--- src/rtl/core/brac_pkg.sv ---
// brac_pkg: shared widths, opcodes and register indexes for the bilinear resize block
// no dependencies
package brac_pkg;

  localparam int COORD_W = 7;
  localparam int STEP_W  = 23;
  localparam int PIX_W   = 16;
  localparam int SIZE_W  = 8;
  localparam int DATA_W  = 32;
  localparam int ADDR_W  = 4;
  localparam int REG_W   = 2;

  localparam logic OP_WRITE = 1'b0;
  localparam logic OP_READ  = 1'b1;

  localparam logic [REG_W-1:0] REG_IN_HEIGHT = 2'd0;
  localparam logic [REG_W-1:0] REG_IN_WIDTH  = 2'd1;
  localparam logic [REG_W-1:0] REG_ROW_STEP  = 2'd2;
  localparam logic [REG_W-1:0] REG_COL_STEP  = 2'd3;

  localparam logic [SIZE_W-1:0] RST_SIZE = 8'd128;
  localparam logic [STEP_W-1:0] RST_STEP = 23'd65536;

endpackage

--- src/rtl/core/brac_coord.sv ---
// brac_coord: scales one output coordinate by its step and splits it into
// source index, neighbor flag and fraction; depends on brac_pkg
module brac_coord #(
  parameter int MAX       = 128,
  parameter int FRAC_BITS = 16,
  parameter int IW        = 7
) (
  input  logic                         clk,
  input  logic                         en,
  input  logic [brac_pkg::COORD_W-1:0] coord,
  input  logic [brac_pkg::STEP_W-1:0]  step,
  input  logic [brac_pkg::SIZE_W-1:0]  size,
  output logic [IW-1:0]                idx,
  output logic                         nxt,
  output logic [FRAC_BITS-1:0]         frac
);
  import brac_pkg::*;

  localparam int PW  = COORD_W + STEP_W;
  localparam int IPW = PW - FRAC_BITS;
  localparam int SW  = $clog2(MAX + 1);

  logic [PW-1:0]  pos;
  logic [IPW-1:0] ip;
  logic [SW-1:0]  size_eff;
  logic [IW-1:0]  last;

  always_ff @(posedge clk) begin
    if (en) begin
      pos <= PW'(coord) * PW'(step);
    end
  end

  always_comb begin
    if (size == '0) begin
      size_eff = SW'(1);
    end else if (32'(size) > MAX) begin
      size_eff = SW'(MAX);
    end else begin
      size_eff = SW'(size);
    end
    last = IW'(size_eff - SW'(1));
    ip   = pos[PW-1:FRAC_BITS];
    if (32'(ip) >= 32'(last)) begin
      idx  = last;
      nxt  = 1'b0;
      frac = '0;
    end else begin
      idx  = IW'(ip);
      nxt  = 1'b1;
      frac = pos[FRAC_BITS-1:0];
    end
  end

endmodule

--- config.mk ---
export PLATFORM = sky130hd
export DESIGN_NAME = brac_coord
export DESIGN_NICKNAME = d
export VERILOG_FILES = /design/src/rtl/core/brac_pkg.sv /design/src/rtl/core/brac_coord.sv
export SDC_FILE = /design/constraint.sdc
export NUM_CORES = 1
export LEC_CHECK = 0
export BUFFER_PORTS_ARGS = -buffer_cell sky130_fd_sc_hd__buf_2
export CAP_MARGIN = 20
export CORE_MARGIN = 1.5
export CORE_UTILIZATION = 62
export DETAILED_ROUTE_END_ITERATION = 8
export PLACE_DENSITY = 0.88
export SKIP_CTS_REPAIR_TIMING = 1
export SYNTH_ARGS = -nofsm -noshare
export SYNTH_HDL_FRONTEND = slang
export SYNTH_SLANG_ARGS = --single-unit
--- constraint.sdc ---
create_clock -name clk -period 5.5 [get_ports clk]
set_input_delay 0.55 -clock clk [delete_from_list [all_inputs] [get_ports clk]]
set_output_delay 0.55 -clock clk [all_outputs]
set_load 0.03 [all_outputs]
; After elaboration in Yosys (flattened, before gate mapping)
; Index checks and enable logic that the tools add are counted.
; Widths: inputs -> output; s select.
[classes]
n_addsub = 1
n_mul = 1
div = 0
n_lt_le_gt_ge = 2
n_eq_ne = 0
shift = 0
n_mux = 5
bitwise_logic = 0
n_reduce_logical = 1
[op_table]
columns = operator, n
row1 = $mul 7x23->30, 1
row2 = $mux 7, 3
row3 = $mux 16, 1
row4 = $ge 14x7->1, 1
row5 = $gt 8x8->1 const B, 1
row6 = $logic_not 8->1, 1
row7 = $sub 7x1->7 const B, 1
row8 = $mux 1, 1
[totals]
register_bits = 30
latchBits = 0
mem_bits_rw = 0
romBits = 0
wordCells = 11
mem_count = 0

; Logic depth before layout (Yosys ltp)
[logic_depth]
depth_word = 6
mapped_depth = 18

; Worst setup path before layout
; Ideal clock, no wire load.
[synth_path]
kind = input port to flip-flop
start = input coord[6] (netlist bit)
end = register pos[27] (data pin)
setup_time_ns = 0.135
t_arrival_ns = 4.809
required_ns = 5.365
path_slack_ns = 0.556
path_stages = 18
cell_sequence = clkbuf_1 -> and2_1 -> fa_1 -> inv_1 -> fa_1 -> inv_1 -> fa_1 -> inv_1 -> fa_1 -> inv_1 -> ha_1 -> buf_2 -> nand4_2 -> nor2_1 -> a22o_1 -> or3_4 -> or4_1 -> nand3_1
[synth_via]
elab_chain_cells = 1
[synth_lines]
columns = element, line
row1 = "start, declared", brac_coord.sv:10  ; input logic [brac_pkg::COORD_W-1:0] coord,
row2 = $mul 7x23->30, brac_coord.sv:30  ; pos <= PW'(coord) * PW'(step);
row3 = "end signal, assigned", brac_coord.sv:30
row4 = "end, declared", brac_coord.sv:23  ; logic [PW-1:0] pos;
; No other way between the ends.
; A chain may end at the register's enable or synchronous reset.

; Worst setup path after layout
[layout_path]
start = input coord[3] (netlist bit)
end = register pos[29] (data pin)
; Same word-level chain as after synthesis.

==> results.toml <==
[outcome]
status = "finished clean"

[layout]
largest_register_ffs = 30
final_cell_mix = "and2_1, inv_1, fa_1"
fin_area_um2 = 7070
nFillCells = 796
nets = 968
layout-drive-gt1-share_pct = 11.3
diodes = 0
final_common_cell = "and2_1"
reg_top3 = "pos x30"
syn2layout_area_growth_pct = 8.01
seqCellArea_um2 = 901
multiInputGateArea_um2 = 5150
top_register = "pos"

[setup_path]
path_buf_inv = 6
critPathArrivalTime_ns = 5.14
cp_max_fo = 23
critPathSlowestCell = "fa_1"
crit_family = "adder cells"
required_ns = 5.60
path_class = "input port to register"
crit_path_end_kind = "register"
start_kind = "input port"
slowest_delay_ns = 0.56
crit_chain = "buf_2, and2_1, fa_1, inv_1, fa_1, inv_1, fa_1, inv_1, fa_1, inv_1, ha_1, nand3_1, nor2_1, o21ai_0, buf_4, a2111oi_2, nor2_1, a311oi_2"

[die]
row_count = 37
core_um2 = 10300
die_area_um2 = 11200
start_util_pct = 63.7
die_h_um = 106
die_x_um = 106
pin_count = 64

[detailed_routing]
dr.pass1.iters = 5
vias = 5085
antenna_left = 0
route.final.wire_length_mm = 14.1
drc_errors = 0
drt-wirelength-per-cell_um = 15.6
viasPerCell = 5.62
drt-initial-drc-count = 357

[grt]
grt_use_met3_pct = 2.29
grt_remaining_overflow = 0
gr-max-usage-layer = "met2"
track_usage_pct = 25.8
grt_start_max_net_pins = 31
grt_pass1_wl_mm = 23.2
grt_antenna_before_repair = 0
grt_pass1_vias = 5025
met1_usage_pct = 36.3
use_met2_pct = 42.8

[timing]
timing.setup.tns_ns = 0
finalHoldViolCount = 0
fin_crit_sh_pct = 91.7
slew_viol_final = 0
worstMarginPinSlew_ns = 0.601
fin_crit_ns = 5.04
slew_headroom_pct = 59.9
rsz0062_at_grt = "no"
setup_viol = 0
fmax_mhz = 198

[power]
ir_drop_mv = 0.203
power_density_nw_per_um2 = 424
p_leak_uw = 0.00347

[clock_tree]
htreeDepth = 2
cts_sinks = 30
cts_buffer_depth = 2
cts_tree = "yes"
clockRootBuffer = "clkbuf_8"
clk_pin_slew_ns = 0.06
numCtsBuffers = 5

[logic_synthesis]
yosysWarnings = 0
syn_area_per_cell_um2 = 9.16
synth-seq-cells = 30
yosysSeqAreaShare_pct = 13.8
syn_nets = 915
netlist_area_um2 = 6550
synth_cell_types = 57
async_flop_share_pct = 0
synth_flop_cell = "edfxtp_1"
synth_edf_count = 30
postSynthCellCount = 715

[place]
gp_congestion = 0.860
dp_hpwl_mm = 11.7
io_buffers = 63
post_dp_cell_area_um2 = 6960

[run]
cap_violations = 0

[worst_hold_path]
worstHoldPathType = "input port to register"
## power breakdown
group / switching, uW / internal, uW
Sequential: 28.8 / 462
Clock: 76.3 / 133
Combinational: 1380 / 916
## area by class of cell
| cell class | count | area share (%) |
|---|---|---|
| multi-input cells | 558 | 72.9 |
| clock inverters | 3 | 0.566 |
| flip-flops and latches | 30 | 12.7 |
| inverters | 107 | 5.68 |
| clock buffers | 5 | 0.973 |
| well taps | 136 | 2.41 |
| repair buffers | 66 | 4.78 |
## cells in the mapped netlist, types with 4 or more instances
| cell | number | share of area, % |
|---|---|---|
| nor3_1 | 9 | 0.69 |
| and2_1 | 134 | 13 |
| a21oi_1 | 31 | 2.4 |
| nor4_1 | 6 | 0.57 |
| xor2_1 | 7 | 0.94 |
| ha_1 | 56 | 11 |
| clkbuf_1 | 16 | 0.92 |
| fa_1 | 104 | 32 |
| nor2b_1 | 4 | 0.38 |
| mux2i_1 | 6 | 0.92 |
| inv_1 | 107 | 6.1 |
| xnor2_1 | 18 | 2.4 |
| a21o_1 | 5 | 0.57 |
| nand4_1 | 4 | 0.38 |
| nand3_1 | 8 | 0.61 |
| a211oi_1 | 4 | 0.46 |
| nand2_1 | 68 | 3.9 |
| a21oi_2 | 4 | 0.54 |
| edfxtp_1 | 30 | 14 |
| o21ai_0 | 15 | 1.1 |
| nor2_1 | 29 | 1.7 |
## through the flow
step	util, %	worst slack (ns)	cells	power, uW	hold WS, ns
after detailed placement	67.8	0.232	897	2760	0.978
after global placement	67.8	0.337	897	2680	0.963
after CTS	68.8	0.508	905	2980	0.690
after global routing	68.8	0.222	905	3300	0.706
after floorplan	-	0.556	715	2270	0.662
final	68.8	0.458	905	3000	0.705
## path summary, 6_finish.rpt
kind / startpoint / to / slack (ns) / cells after the start
setup / recovery: coord[3] / pos[29] / 0.46 / 18
hold / removal: step[0] / pos[0] / 0.70 / 2
## per-layer routing
metal,vias up,routed length [um]
met1,2428,6260
met5,-,0
li1,2414,-
met4,0,224
met2,221,6710
met3,22,917
## cell families (layout without fill, tap and decap cells)
kind of cell | count (synthesis) | in the layout | share of synthesized area [%]
simple gates | 278 | 278 | 22.9
fa+ha+maj | 160 | 160 | 42.5
buf+inv | 127 | 181 | 7.55
compound gates | 88 | 88 | 8.91
flops | 30 | 30 | 13.8
xor+xnor | 25 | 25 | 3.34
mux | 7 | 7 | 1.09
(Power assumes the default switching activity.)
