===== src/rtl/core/brac_pkg.sv =====
// brac_pkg: shared widths, opcodes and register indexes for the bilinear resize block
// no dependencies
package brac_pkg;

  localparam int COORD_W = 7;
  localparam int STEP_W  = 23;
  localparam int PIX_W   = 16;
  localparam int SIZE_W  = 8;
  localparam int DATA_W  = 32;
  localparam int ADDR_W  = 4;
  localparam int REG_W   = 2;

  localparam logic OP_WRITE = 1'b0;
  localparam logic OP_READ  = 1'b1;

  localparam logic [REG_W-1:0] REG_IN_HEIGHT = 2'd0;
  localparam logic [REG_W-1:0] REG_IN_WIDTH  = 2'd1;
  localparam logic [REG_W-1:0] REG_ROW_STEP  = 2'd2;
  localparam logic [REG_W-1:0] REG_COL_STEP  = 2'd3;

  localparam logic [SIZE_W-1:0] RST_SIZE = 8'd128;
  localparam logic [STEP_W-1:0] RST_STEP = 23'd65536;

endpackage


===== src/rtl/core/brac_cfg.sv =====
// brac_cfg: apb-style register file for plane size and step registers
// depends on brac_pkg
module brac_cfg (
  input  logic                          clk,
  input  logic                          rst,
  input  logic                          psel,
  input  logic                          penable,
  input  logic                          pwrite,
  input  logic [brac_pkg::ADDR_W-1:0]   paddr,
  input  logic [brac_pkg::DATA_W-1:0]   pwdata,
  output logic [brac_pkg::DATA_W-1:0]   prdata,
  output logic                          pready,
  output logic [brac_pkg::SIZE_W-1:0]   in_height,
  output logic [brac_pkg::SIZE_W-1:0]   in_width,
  output logic [brac_pkg::STEP_W-1:0]   row_step,
  output logic [brac_pkg::STEP_W-1:0]   col_step
);
  import brac_pkg::*;

  logic [REG_W-1:0] idx;
  logic             wr;

  assign idx    = paddr[ADDR_W-1:2];
  assign wr     = psel && penable && pwrite;
  assign pready = 1'b1;

  always_ff @(posedge clk) begin
    if (rst) begin
      in_height <= RST_SIZE;
      in_width  <= RST_SIZE;
      row_step  <= RST_STEP;
      col_step  <= RST_STEP;
    end else if (wr) begin
      unique case (idx)
        REG_IN_HEIGHT: in_height <= pwdata[SIZE_W-1:0];
        REG_IN_WIDTH:  in_width  <= pwdata[SIZE_W-1:0];
        REG_ROW_STEP:  row_step  <= pwdata[STEP_W-1:0];
        REG_COL_STEP:  col_step  <= pwdata[STEP_W-1:0];
        default: ;
      endcase
    end
  end

  always_comb begin
    unique case (idx)
      REG_IN_HEIGHT: prdata = DATA_W'(in_height);
      REG_IN_WIDTH:  prdata = DATA_W'(in_width);
      REG_ROW_STEP:  prdata = DATA_W'(row_step);
      REG_COL_STEP:  prdata = DATA_W'(col_step);
      default:       prdata = '0;
    endcase
  end

endmodule


===== config.mk =====
export PLATFORM = sky130hd
export DESIGN_NAME = brac_cfg
export DESIGN_NICKNAME = d
export VERILOG_FILES = /design/src/rtl/core/brac_pkg.sv /design/src/rtl/core/brac_cfg.sv
export SDC_FILE = /design/constraint.sdc
export NUM_CORES = 1
export LEC_CHECK = 0
export CAP_MARGIN = 20
export CORE_MARGIN = 1
export CORE_UTILIZATION = 68
export CTS_CLUSTER_DIAMETER = 80
export DETAILED_ROUTE_END_ITERATION = 10
export DONT_BUFFER_PORTS = 1
export PLACE_DENSITY = 0.84
export RECOVER_POWER = 25
export SYNTH_ARGS = -nofsm -noshare
export SYNTH_HDL_FRONTEND = slang
export SYNTH_SLANG_ARGS = --single-unit

===== constraint.sdc =====
create_clock -name clk -period 2.7 [get_ports clk]
set_input_delay 0.405 -clock clk [delete_from_list [all_inputs] [get_ports clk]]
set_output_delay 0.405 -clock clk [all_outputs]
set_load 0.1 [all_outputs]

# Word-level counts from Yosys, hierarchy flattened

Cells that the tools add are included.

Bits in registers: 62
Bits of input ports: 41
Output and inout bits: 95
Logic and storage cells: 15

Equality and inequality tests: 3
Multiplexer cells: 1
Reduce and logical (&&, ||, !) cells: 7

Operators by type and width:

| operator                                      | count |
|---|---|
| case mux 32 bit (4 select lines)              | 1 |
| AND reduction 2 bit                           | 4 |
| == test 2 bit, second input constant          | 2 |
| == test 2 x 1 -> 1 bit, second input constant | 1 |
| logical AND 1 bit                             | 2 |
| zero test 2 bit                               | 1 |

# Depth between registers and ports, before layout

Gate-level depths: netlist of the first run.

Word-level depth: 3
Mapped depth: 6
Mapped depth without buffers: 3

# Worst setup path before layout of the first run

OpenSTA, ideal clock, no wires.

Kind: register -> output
From: reg col_step[10] (netlist bit)
To: out prdata[10] (netlist bit)
Data arrival time: 2483 ps
Data required time: 2295 ps
Path slack: -188 ps
Cell stages (with the launch flop): 3
Path buffers: 0
Path through: dfxtp_1 mux2i_1 nor2b_1

Longest elaborated chain between the ends: 1

Ends and longest elaborated chain:

| element                          | RTL line       | RTL |
|---|---|---|
| from (decl)                      | brac_cfg.sv:16 | `output logic [brac_pkg::STEP_W-1:0] col_step` |
| from (signal assigned)           | brac_cfg.sv:38 | `REG_COL_STEP: col_step <= pwdata[STEP_W-1:0];` |
| case mux 32 bit (4 select lines) | brac_cfg.sv:45 | `unique case (idx)` |
| to (decl)                        | brac_cfg.sv:11 | `output logic [brac_pkg::DATA_W-1:0] prdata,` |

Every way passes these cells. The select of a mux whose other input is x is not followed.

# Worst setup path after layout of the first run

From: in pwrite
To: reg row_step[1] (netlist bit)

Longest elaborated chain between the ends: 2

Ends and longest elaborated chain:

| element                              | RTL line       | RTL |
|---|---|---|
| from (decl)                          | brac_cfg.sv:8  | `input logic pwrite,` |
| logical AND 1 bit                    | brac_cfg.sv:24 | `assign wr = psel && penable && pwrite;` |
| AND reduction 2 bit (no source line) | -              |  |
| to (signal assigned)                 | brac_cfg.sv:37 | `REG_ROW_STEP: row_step <= pwdata[STEP_W-1:0];` |
| to (decl)                            | brac_cfg.sv:15 | `output logic [brac_pkg::STEP_W-1:0] row_step,` |

Every way passes these cells.
A chain may end at the register's enable or synchronous reset.

==> results.json, run 1 <==
{
  "ir_worst_vdd_uv": 403,
  "start_util_pct": 70.9,
  "via_per_inst": 5.79,
  "whs_ps": 236,
  "num_rows": 24,
  "route.detailed.drc": 0,
  "htreeDepth": 3,
  "pin_count": 136,
  "min_period_over_period_pct": 81.0,
  "setup_ws_ps": 512,
  "ys_seq_elements": 62,
  "clkSlewWorstSetupHoldPaths_ps": 70,
  "grt_pass1_vias": 2578,
  "p_per_area_nw_per_um2": 516,
  "antenna_found_initial": 0,
  "num-fill-cells": 218,
  "status": "complete, no violations",
  "crit_type": "input port to register",
  "worstPathArrival_ps": 2430,
  "worst_slew_pin_slew_ps": 1240,
  "layout_min_cycle_time_ps": 2190,
  "ys_types": 21,
  "cts_hold_buf": 0,
  "cts_tree": "built",
  "cts_max_path_buffers": 2,
  "hold_path.class": "input port to register",
  "tns_ps": 0,
  "synthCells": 316,
  "finalNetCount": 421,
  "clk_latency_ps": 330,
  "rsz0062_at_grt": "no",
  "slew_viol_final": 0,
  "vias": 2518,
  "gr-usage-all-layers_pct": 33.2,
  "grt-ovfl-total": 0,
  "p_leak_nw": 1.81,
  "hold_violations": 0,
  "end_kind": "register",
  "io_buffers": 0,
  "dp.final_hpwl_um": 4670,
  "cts_made_buffers": 9,
  "final_cell_mix": "buf_4 (78), dfxtp_1 (62), nand2b_1 (59)",
  "worst-endpoint-required_ps": 2940,
  "die-area_um2": 4850,
  "drive_above_1_share_pct": 29.2,
  "post_cts_buffers": 0,
  "cap_viol_max_count": 0,
  "cp-start-kind": "input port",
  "post_drt_wl_per_cell_um": 17.9,
  "grt_pass1_wl_um": 12400,
  "avgSynthCellArea_um2": 9.84,
  "cp_max_fo": 24,
  "n_antenna_cell": 0,
  "skew_ps": 0,
  "ys_seq_area_share_pct": 39.9,
  "final_common_cell": "buf_4",
  "cts_root_buf": "clkbuf_8",
  "grt_max_degree": 87,
  "area_delta_synth_final_pct": 21.6,
  "clock-sinks": 62,
  "cts_resized": 0,
  "fp.dieH_um": 69.6,
  "first_iter_violations": 128,
  "fp.dieW_um": 69.6,
  "dp_slack_ps": 848,
  "fmax_mhz": 457,
  "yosys_warnings": 0,
  "routed_wl_um": 7810,
  "antenna_left": 0,
  "gp_congestion": 0.762,
  "max-slew-margin-rel_pct": 17.1,
  "first_pass_iters": 4,
  "syn-cell-area_um2": 3110,
  "setup_viol_count_final": 0,
  "coreArea_um2": 4380
}
[Yosys cell counts]
| library cell | number | area share, % |
|---|---|---|
| nor2b_1 | 37 | 7.4 |
| mux4_1 | 3 | 2.5 |
| buf_6 | 2 | 0.72 |
| buf_2 | 6 | 0.97 |
| buf_4 | 10 | 2.4 |
| nand2b_1 | 59 | 12 |
| nor3_2 | 1 | 0.32 |
| mux4_2 | 5 | 3.6 |
| dfxtp_1 | 62 | 40 |
| conb_1 | 2 | 0.24 |
| or2_1 | 1 | 0.20 |
| clkbuf_1 | 16 | 1.9 |
| mux2i_1 | 55 | 18 |
| buf_8 | 2 | 0.97 |
| or3_1 | 2 | 0.40 |
| inv_1 | 1 | 0.12 |
| nand3_1 | 1 | 0.16 |
| nand4_4 | 1 | 0.68 |
| o21ai_1 | 3 | 0.48 |
| nor2_1 | 6 | 0.72 |
| o21ai_0 | 41 | 6.6 |
[cell type report]
type                            count  area (um^2)  share of cell area (%)
Clock inverter                      1         5.00                   0.132
Timing Repair Buffer               81          597                    15.8
Clock buffer                       13          169                    4.47
Multi-Input combinational cell    225         1700                    45.0
Inverter                            1         3.75                  0.0993
Sequential cell                    62         1240                    32.8
Tap cell                           52         65.1                    1.72
[stage by stage]
step                std cells  utilization, %  area [um^2]  power (W)
CTS                       435            86.8         3810    0.00196
finish                    435            86.2         3780    0.00195
global placement          421            82.9         3630    0.00124
detailed placement        421            82.9         3630    0.00124
global route              435            86.2         3780    0.00200
floorplan                 324               -         3180    0.00125
[sequential cells by signal, indices dropped and copies added, names as in the netlist]
signal	cells
col_step	23
in_height	8
in_width	8
row_step	23
[report_power, final]
group / internal [W] / switching (W) / total [W]
clock: 0.000397 / 0.000330 / 0.000727
combinational: 0.0000658 / 0.000228 / 0.000294
sequential: 0.000927 / 0.00000448 / 0.000931
[critical path: stages]
cell	delay, ps
nand4_1	750
nand2b_1	870
o21ai_0	400
[layer usage]
metal  up-vias  part of all wire, %  GRT usage, %
li1       1178                    -             -
met1      1194                   39          37.3
met2       121                   50          56.0
met3        25                  7.9          9.88
met4         0                  3.4          19.1
met5         -                    0             0
[kinds of logic (layout without fill, tap and decap cells)]
group	Yosys count	count (layout)	share of synthesized area (%)
AOI/OAI and AO/OA	44	44	7.08
buffers and inverters	37	96	7.12
DFF	62	62	39.9
muxes	63	63	23.9
other	2	10	0.241
and+or+nand+nor	108	108	21.8
[final timing paths]
kind / from / end / slack [ps] / depth (start not counted)
setup / recovery: pwrite / row_step[1] / 510 / 3
hold / removal: paddr[2] / row_step[5] / 240 / 2
setup reg to reg: in_width[2] / in_width[2] / 1030 / 3
hold reg to reg: col_step[18] / col_step[18] / 730 / 3
(Power assumes the default switching activity.)
==> run 2: changes to the inputs <==
- CORE_UTILIZATION: 68 -> 57
- PLACE_DENSITY: 0.84 -> 0.75
- clock period: 2.7 -> 1.84 ns (I/O delays scaled with it)
==> run 2 against run 1 <==
First-iteration DRC count grew 55%. Clock power grew 38%. Combinational power grew 57%. Sequential power grew 47%. Non-clock buffer count grew 7. Sequential cell count is the same.
==> results.json, run 2 (synthesized netlist as in run 1, its figures left out) <==
{
  "status": "complete, no violations",
  "final_cell_mix": "dfxtp_2 (61), nand2b_1 (59), mux2i_1 (55)",
  "antenna_left": 0,
  "rr_endpoint": "row_step[4]",
  "fp.dieW_um": 75.9,
  "skew_ps": 0,
  "p_per_area_nw_per_um2": 667,
  "switching_share_pct": 29.7,
  "final_common_cell": "dfxtp_2",
  "path_cells": "mux4_2 > buf_12",
  "whs_ps": 92.6,
  "hold_end": "row_step[5]",
  "reg_top3": "col_step: 23 flops, row_step: 23 flops",
  "clk_latency_ps": 340,
  "critPathMaxStageDelay_ps": 510,
  "worst-endpoint-required_ps": 1560,
  "start_util_pct": 60.1,
  "cts_root_buf": "clkbuf_8",
  "seqPwrFrac_pct": 48.3,
  "cpLargestDelayFamily": "multiplexers",
  "grt_max_degree": 87,
  "num-fill-cells": 303,
  "htreeDepth": 3,
  "post_cts_buffers": 0,
  "gr-usage-all-layers_pct": 27.4,
  "dp.final_hpwl_um": 5300,
  "fmax_mhz": 612,
  "die-area_um2": 5760,
  "fp.dieH_um": 75.9,
  "finalNetCount": 428,
  "hold_violations": 0,
  "worstPathArrival_ps": 1360,
  "postLayoutCoreUtil_pct": 82.2,
  "grt_util_met2_pct": 47.7,
  "cts_resized": 0,
  "route.detailed.drc": 0,
  "p_leak_nw": 1.97,
  "hold_path.class": "input port to register",
  "first_pass_iters": 4,
  "worst_slew_pin_slew_ps": 756,
  "first_iter_violations": 198,
  "n_antenna_cell": 0,
  "ff2ff_path_depth": 4,
  "cp-start-kind": "register",
  "ir_worst_vdd_uv": 476,
  "cts_hold_buf": 0,
  "cts_max_path_buffers": 2,
  "use_met1_pct": 31.6,
  "crit_type": "register to primary output",
  "slew_viol_final": 0,
  "grt_pass1_vias": 2434,
  "netSwitchingPower_w": 0.000844,
  "hold_depth": 2,
  "via_per_inst": 5.45,
  "num_rows": 26,
  "reg2reg_from": "row_step[4]",
  "clkSlewWorstSetupHoldPaths_ps": 60,
  "routed_wl_um": 7890,
  "grt_pass1_wl_um": 11300,
  "cts_made_buffers": 9,
  "vias": 2506,
  "setup_viol_count_final": 0,
  "min_period_over_period_pct": 88.8,
  "end_kind": "primary output",
  "layout_min_cycle_time_ps": 1630,
  "cap_viol_max_count": 0,
  "p_clk_share_pct": 35.4,
  "grt.busiest_layer": "met2",
  "gp_congestion": 0.716,
  "p_total_w": 0.00284,
  "pin_count": 136,
  "io_buffers": 0,
  "area_delta_synth_final_pct": 36.8,
  "cp_num_buf_inv": 1,
  "crit_slowest_cell": "mux4_2",
  "grtUsageMet3_pct": 8.47,
  "dpl.cell_count": 446,
  "post_drt_wl_per_cell_um": 17.2,
  "holdCritStartpoint": "paddr[2]",
  "coreArea_um2": 5170,
  "rsz0062_at_grt": "no",
  "drive_above_1_share_pct": 47.4,
  "cts_tree": "built",
  "cp_max_fo": 2,
  "clock-sinks": 62,
  "grt-ovfl-total": 0,
  "finalNonFillerCells": 460,
  "internal_power_w": 0.00199,
  "dp_slack_ps": 419,
  "setup_ws_ps": 207,
  "combPwrFrac_pct": 16.3,
  "antenna_found_initial": 0,
  "r2r_slack_ps": 600,
  "max-slew-margin-rel_pct": 49.6
}
==> run 2: cell types whose count changed in the layout (fill, tap and decap cells not counted), moves of 3 or more <==
cell / before / now
dfxtp_1: 62 / 1
dfxtp_2: 0 / 61
buf_4: 78 / 48
buf_12: 0 / 24
clkbuf_2: 0 / 15
nor2b_2: 15 / 0
nor2b_4: 0 / 15
mux4_1: 3 / 0
mux4_2: 5 / 8
==> run 2: how the worst max path moves through the flow <==
stage,end,slack [ps],cells past startpoint,start
2_1_floorplan,prdata[10],-180,2,row_step[10]
3_3_place_gp,col_step[1],450,4,pwrite
3_5_place_dp,col_step[17],420,4,pwrite
4_1_cts,prdata[5],200,2,col_step[5]
5_1_grt,prdata[5],180,2,col_step[5]
6_report,prdata[5],210,2,col_step[5]
==> run 2: final cells by class <==
cell class	instances	area [um^2]	share of cell area [%]
multi-input cells	225	1770	41.6
clock buffers	12	145	3.41
inverters	1	3.75	0.0882
flip-flops and latches	62	1320	31.0
well taps	70	87.6	2.06
repair buffers	88	920	21.6
clock inverters	2	10.0	0.235
==> run 2: stage by stage <==
step | setup TNS (ps) | instance area (um^2)
after floorplan | -178 | 3320
after global placement | 0 | 4150
after detailed placement | 0 | 4150
after CTS | 0 | 4300
after global routing | 0 | 4250
final | 0 | 4250
==> run 2: per-layer routing <==
metal  part of all wire, %  vias to the layer above
met1                    40                     1218
met2                    52                       90
met4                   1.1                        0
met5                     0                        -
li1                      -                     1191
met3                   6.8                        7
==> run 2: power by group through the flow <==
stage	Combinational (W)	Clock, W	Sequential, W
6_report	0.000463	0.00100	0.00137
2_1_floorplan	0.000319	0	0.00153
3_5_place_dp	0.000466	0	0.00140
5_1_grt	0.000477	0.00106	0.00137
3_3_place_gp	0.000461	0	0.00140
4_1_cts	0.000467	0.00100	0.00137
==> run 3: changes to the inputs <==
--- a/config.mk
+++ b/config.mk
@@ -18 +18,2 @@
 export SYNTH_SLANG_ARGS = --single-unit
+export TNS_END_PERCENT = 5
==> constraint.sdc (replaced) <==
create_clock -name clk -period 1.84 [get_ports clk]
set_input_delay 0.46 -clock clk [delete_from_list [all_inputs] [get_ports clk]]
set_output_delay 0.46 -clock clk [all_outputs]
set_load 0.1 [all_outputs]
==> run 3 against run 2 <==
Sequential cell count is the same. Hold slack gained 190 ps. Combinational power hardly changed. Critical endpoint is now prdata[7]. Routed wire length up 1.5%.
==> results.json, run 3 (synthesized netlist as in run 1, its figures left out) <==
{
  "cp-start-kind": "register",
  "num_rows": 26,
  "grt_max_degree": 87,
  "tns_ps": 0,
  "first_iter_violations": 120,
  "pin_count": 136,
  "die-area_um2": 5760,
  "use_met1_pct": 30.1,
  "crit_cells": 2,
  "r2r_slack_ps": 780,
  "cts_root_buf": "clkbuf_8",
  "fp.dieW_um": 75.9,
  "layout_min_cycle_time_ps": 1820,
  "max-slew-margin-rel_pct": 46.3,
  "ir_worst_vdd_uv": 629,
  "drive_above_1_share_pct": 47.2,
  "status": "complete, no violations",
  "htreeDepth": 3,
  "fmax_mhz": 551,
  "gp_congestion": 0.707,
  "start_util_pct": 60.1,
  "worst-endpoint-required_ps": 1380,
  "grtUsageMet3_pct": 11.2,
  "grt_pass1_wl_um": 11800,
  "finalNetCount": 430,
  "first_pass_iters": 4,
  "crit_slowest_cell": "mux4_2",
  "p_per_area_nw_per_um2": 703,
  "final_common_cell": "buf_4",
  "hold_path.class": "input port to register",
  "antenna_found_initial": 0,
  "grt_util_met2_pct": 52.3,
  "holdCritStartpoint": "paddr[2]",
  "area_delta_synth_final_pct": 38.7,
  "cap_viol_max_count": 0,
  "routed_wl_um": 8010,
  "rsz0062_at_grt": "yes",
  "min_period_over_period_pct": 98.7,
  "via_per_inst": 5.43,
  "cts_made_buffers": 9,
  "post_drt_wl_per_cell_um": 17.3,
  "end_kind": "primary output",
  "post_cts_buffers": 0,
  "final_cell_mix": "buf_4 (63), dfxtp_2 (62), nand2b_1 (59)",
  "clkSlewWorstSetupHoldPaths_ps": 60,
  "setup_viol_count_final": 0,
  "worst_slew_pin_slew_ps": 805,
  "clock-sinks": 62,
  "clk_latency_ps": 340,
  "antenna_left": 0,
  "gr-usage-all-layers_pct": 28.7,
  "hold_end": "row_step[15]",
  "cp_max_fo": 2,
  "crit_type": "register to primary output",
  "route.detailed.drc": 0,
  "hold_violations": 0,
  "grt_pass1_vias": 2508,
  "p_leak_nw": 1.99,
  "worstPathArrival_ps": 1360,
  "cpLargestDelayFamily": "multiplexers",
  "cts_tree": "built",
  "grt.busiest_layer": "met2",
  "ff2ff_path_depth": 4,
  "io_buffers": 0,
  "slew_viol_final": 0,
  "reg_top3": "col_step: 23 flops, row_step: 23 flops",
  "grt-ovfl-total": 0,
  "skew_ps": 0,
  "coreArea_um2": 5170,
  "whs_ps": 279,
  "n_antenna_cell": 0,
  "path_cells": "mux4_2 > buf_12",
  "num-fill-cells": 311,
  "vias": 2510,
  "fp.dieH_um": 75.9,
  "cts_max_path_buffers": 2,
  "rr_endpoint": "row_step[21]",
  "reg2reg_from": "row_step[21]",
  "critPathMaxStageDelay_ps": 500,
  "hold_depth": 2,
  "dp.final_hpwl_um": 5240,
  "cp_num_buf_inv": 1
}
==> run 3: cell count changes in the layout (fill, tap and decap cells not counted), moves of 2 or more <==
| cell | before | now |
|---|---|---|
| clkbuf_2 | 15 | 1 |
| clkinv_2 | 2 | 0 |
| clkbuf_1 | 3 | 5 |
| buf_4 | 48 | 63 |
==> run 3: how the worst max path moves through the flow <==
stage | startpoint | to | slack, ps
CTS | col_step[2] | prdata[2] | 20
floorplan | paddr[3] | prdata[2] | -90
global route | col_step[4] | prdata[4] | -10
global placement | paddr[3] | prdata[7] | 220
detailed placement | paddr[3] | prdata[2] | 210
finish | col_step[7] | prdata[7] | 20
==> run 3: what timing repair did <==
action / CTS / global route
gates resized for setup: 0 / 0
endpoints found under the setup margin: 0 / 6
hold buffers: 0 / 0
==> run 3: metrics by stage <==
step                      total power, W  utilization [%]  setup slack (ps)  area (um^2)  cells
after detailed placement         0.00187             80.3               206         4150    448
after global routing             0.00312             83.4             -11.2         4310    462
after global placement           0.00186             80.3               220         4150    448
after CTS                        0.00305             83.9              20.0         4340    462
final                            0.00303             83.4              23.8         4310    462
after floorplan                  0.00186                -             -88.0         3350    324
==> run 3: area by class of cell <==
type | count | area [um^2] | area share (%)
Clock buffer | 13 | 159 | 3.68
Clock inverter | 1 | 30.0 | 0.696
Inverter | 1 | 3.75 | 0.0870
Multi-Input combinational cell | 225 | 1760 | 40.9
Sequential cell | 62 | 1320 | 30.6
Tap cell | 70 | 87.6 | 2.03
Timing Repair Buffer | 90 | 950 | 22.0
==> run 3: per-layer routing <==
layer,routed length (um),share of wire (%)
met5,0,0
met4,88,1.1
met3,587,7.3
met2,4360,54
met1,2970,37
==> run 3: report_power, final <==
part | switching, W | leakage (nW) | internal (W) | total (W)
clock | 0.000509 | 0.0956 | 0.000686 | 0.00120
combinational | 0.000337 | 1.37 | 0.000128 | 0.000465
sequential | 0.00000898 | 0.528 | 0.00136 | 0.00137
total | 0.000855 | 1.99 | 0.00218 | 0.00303
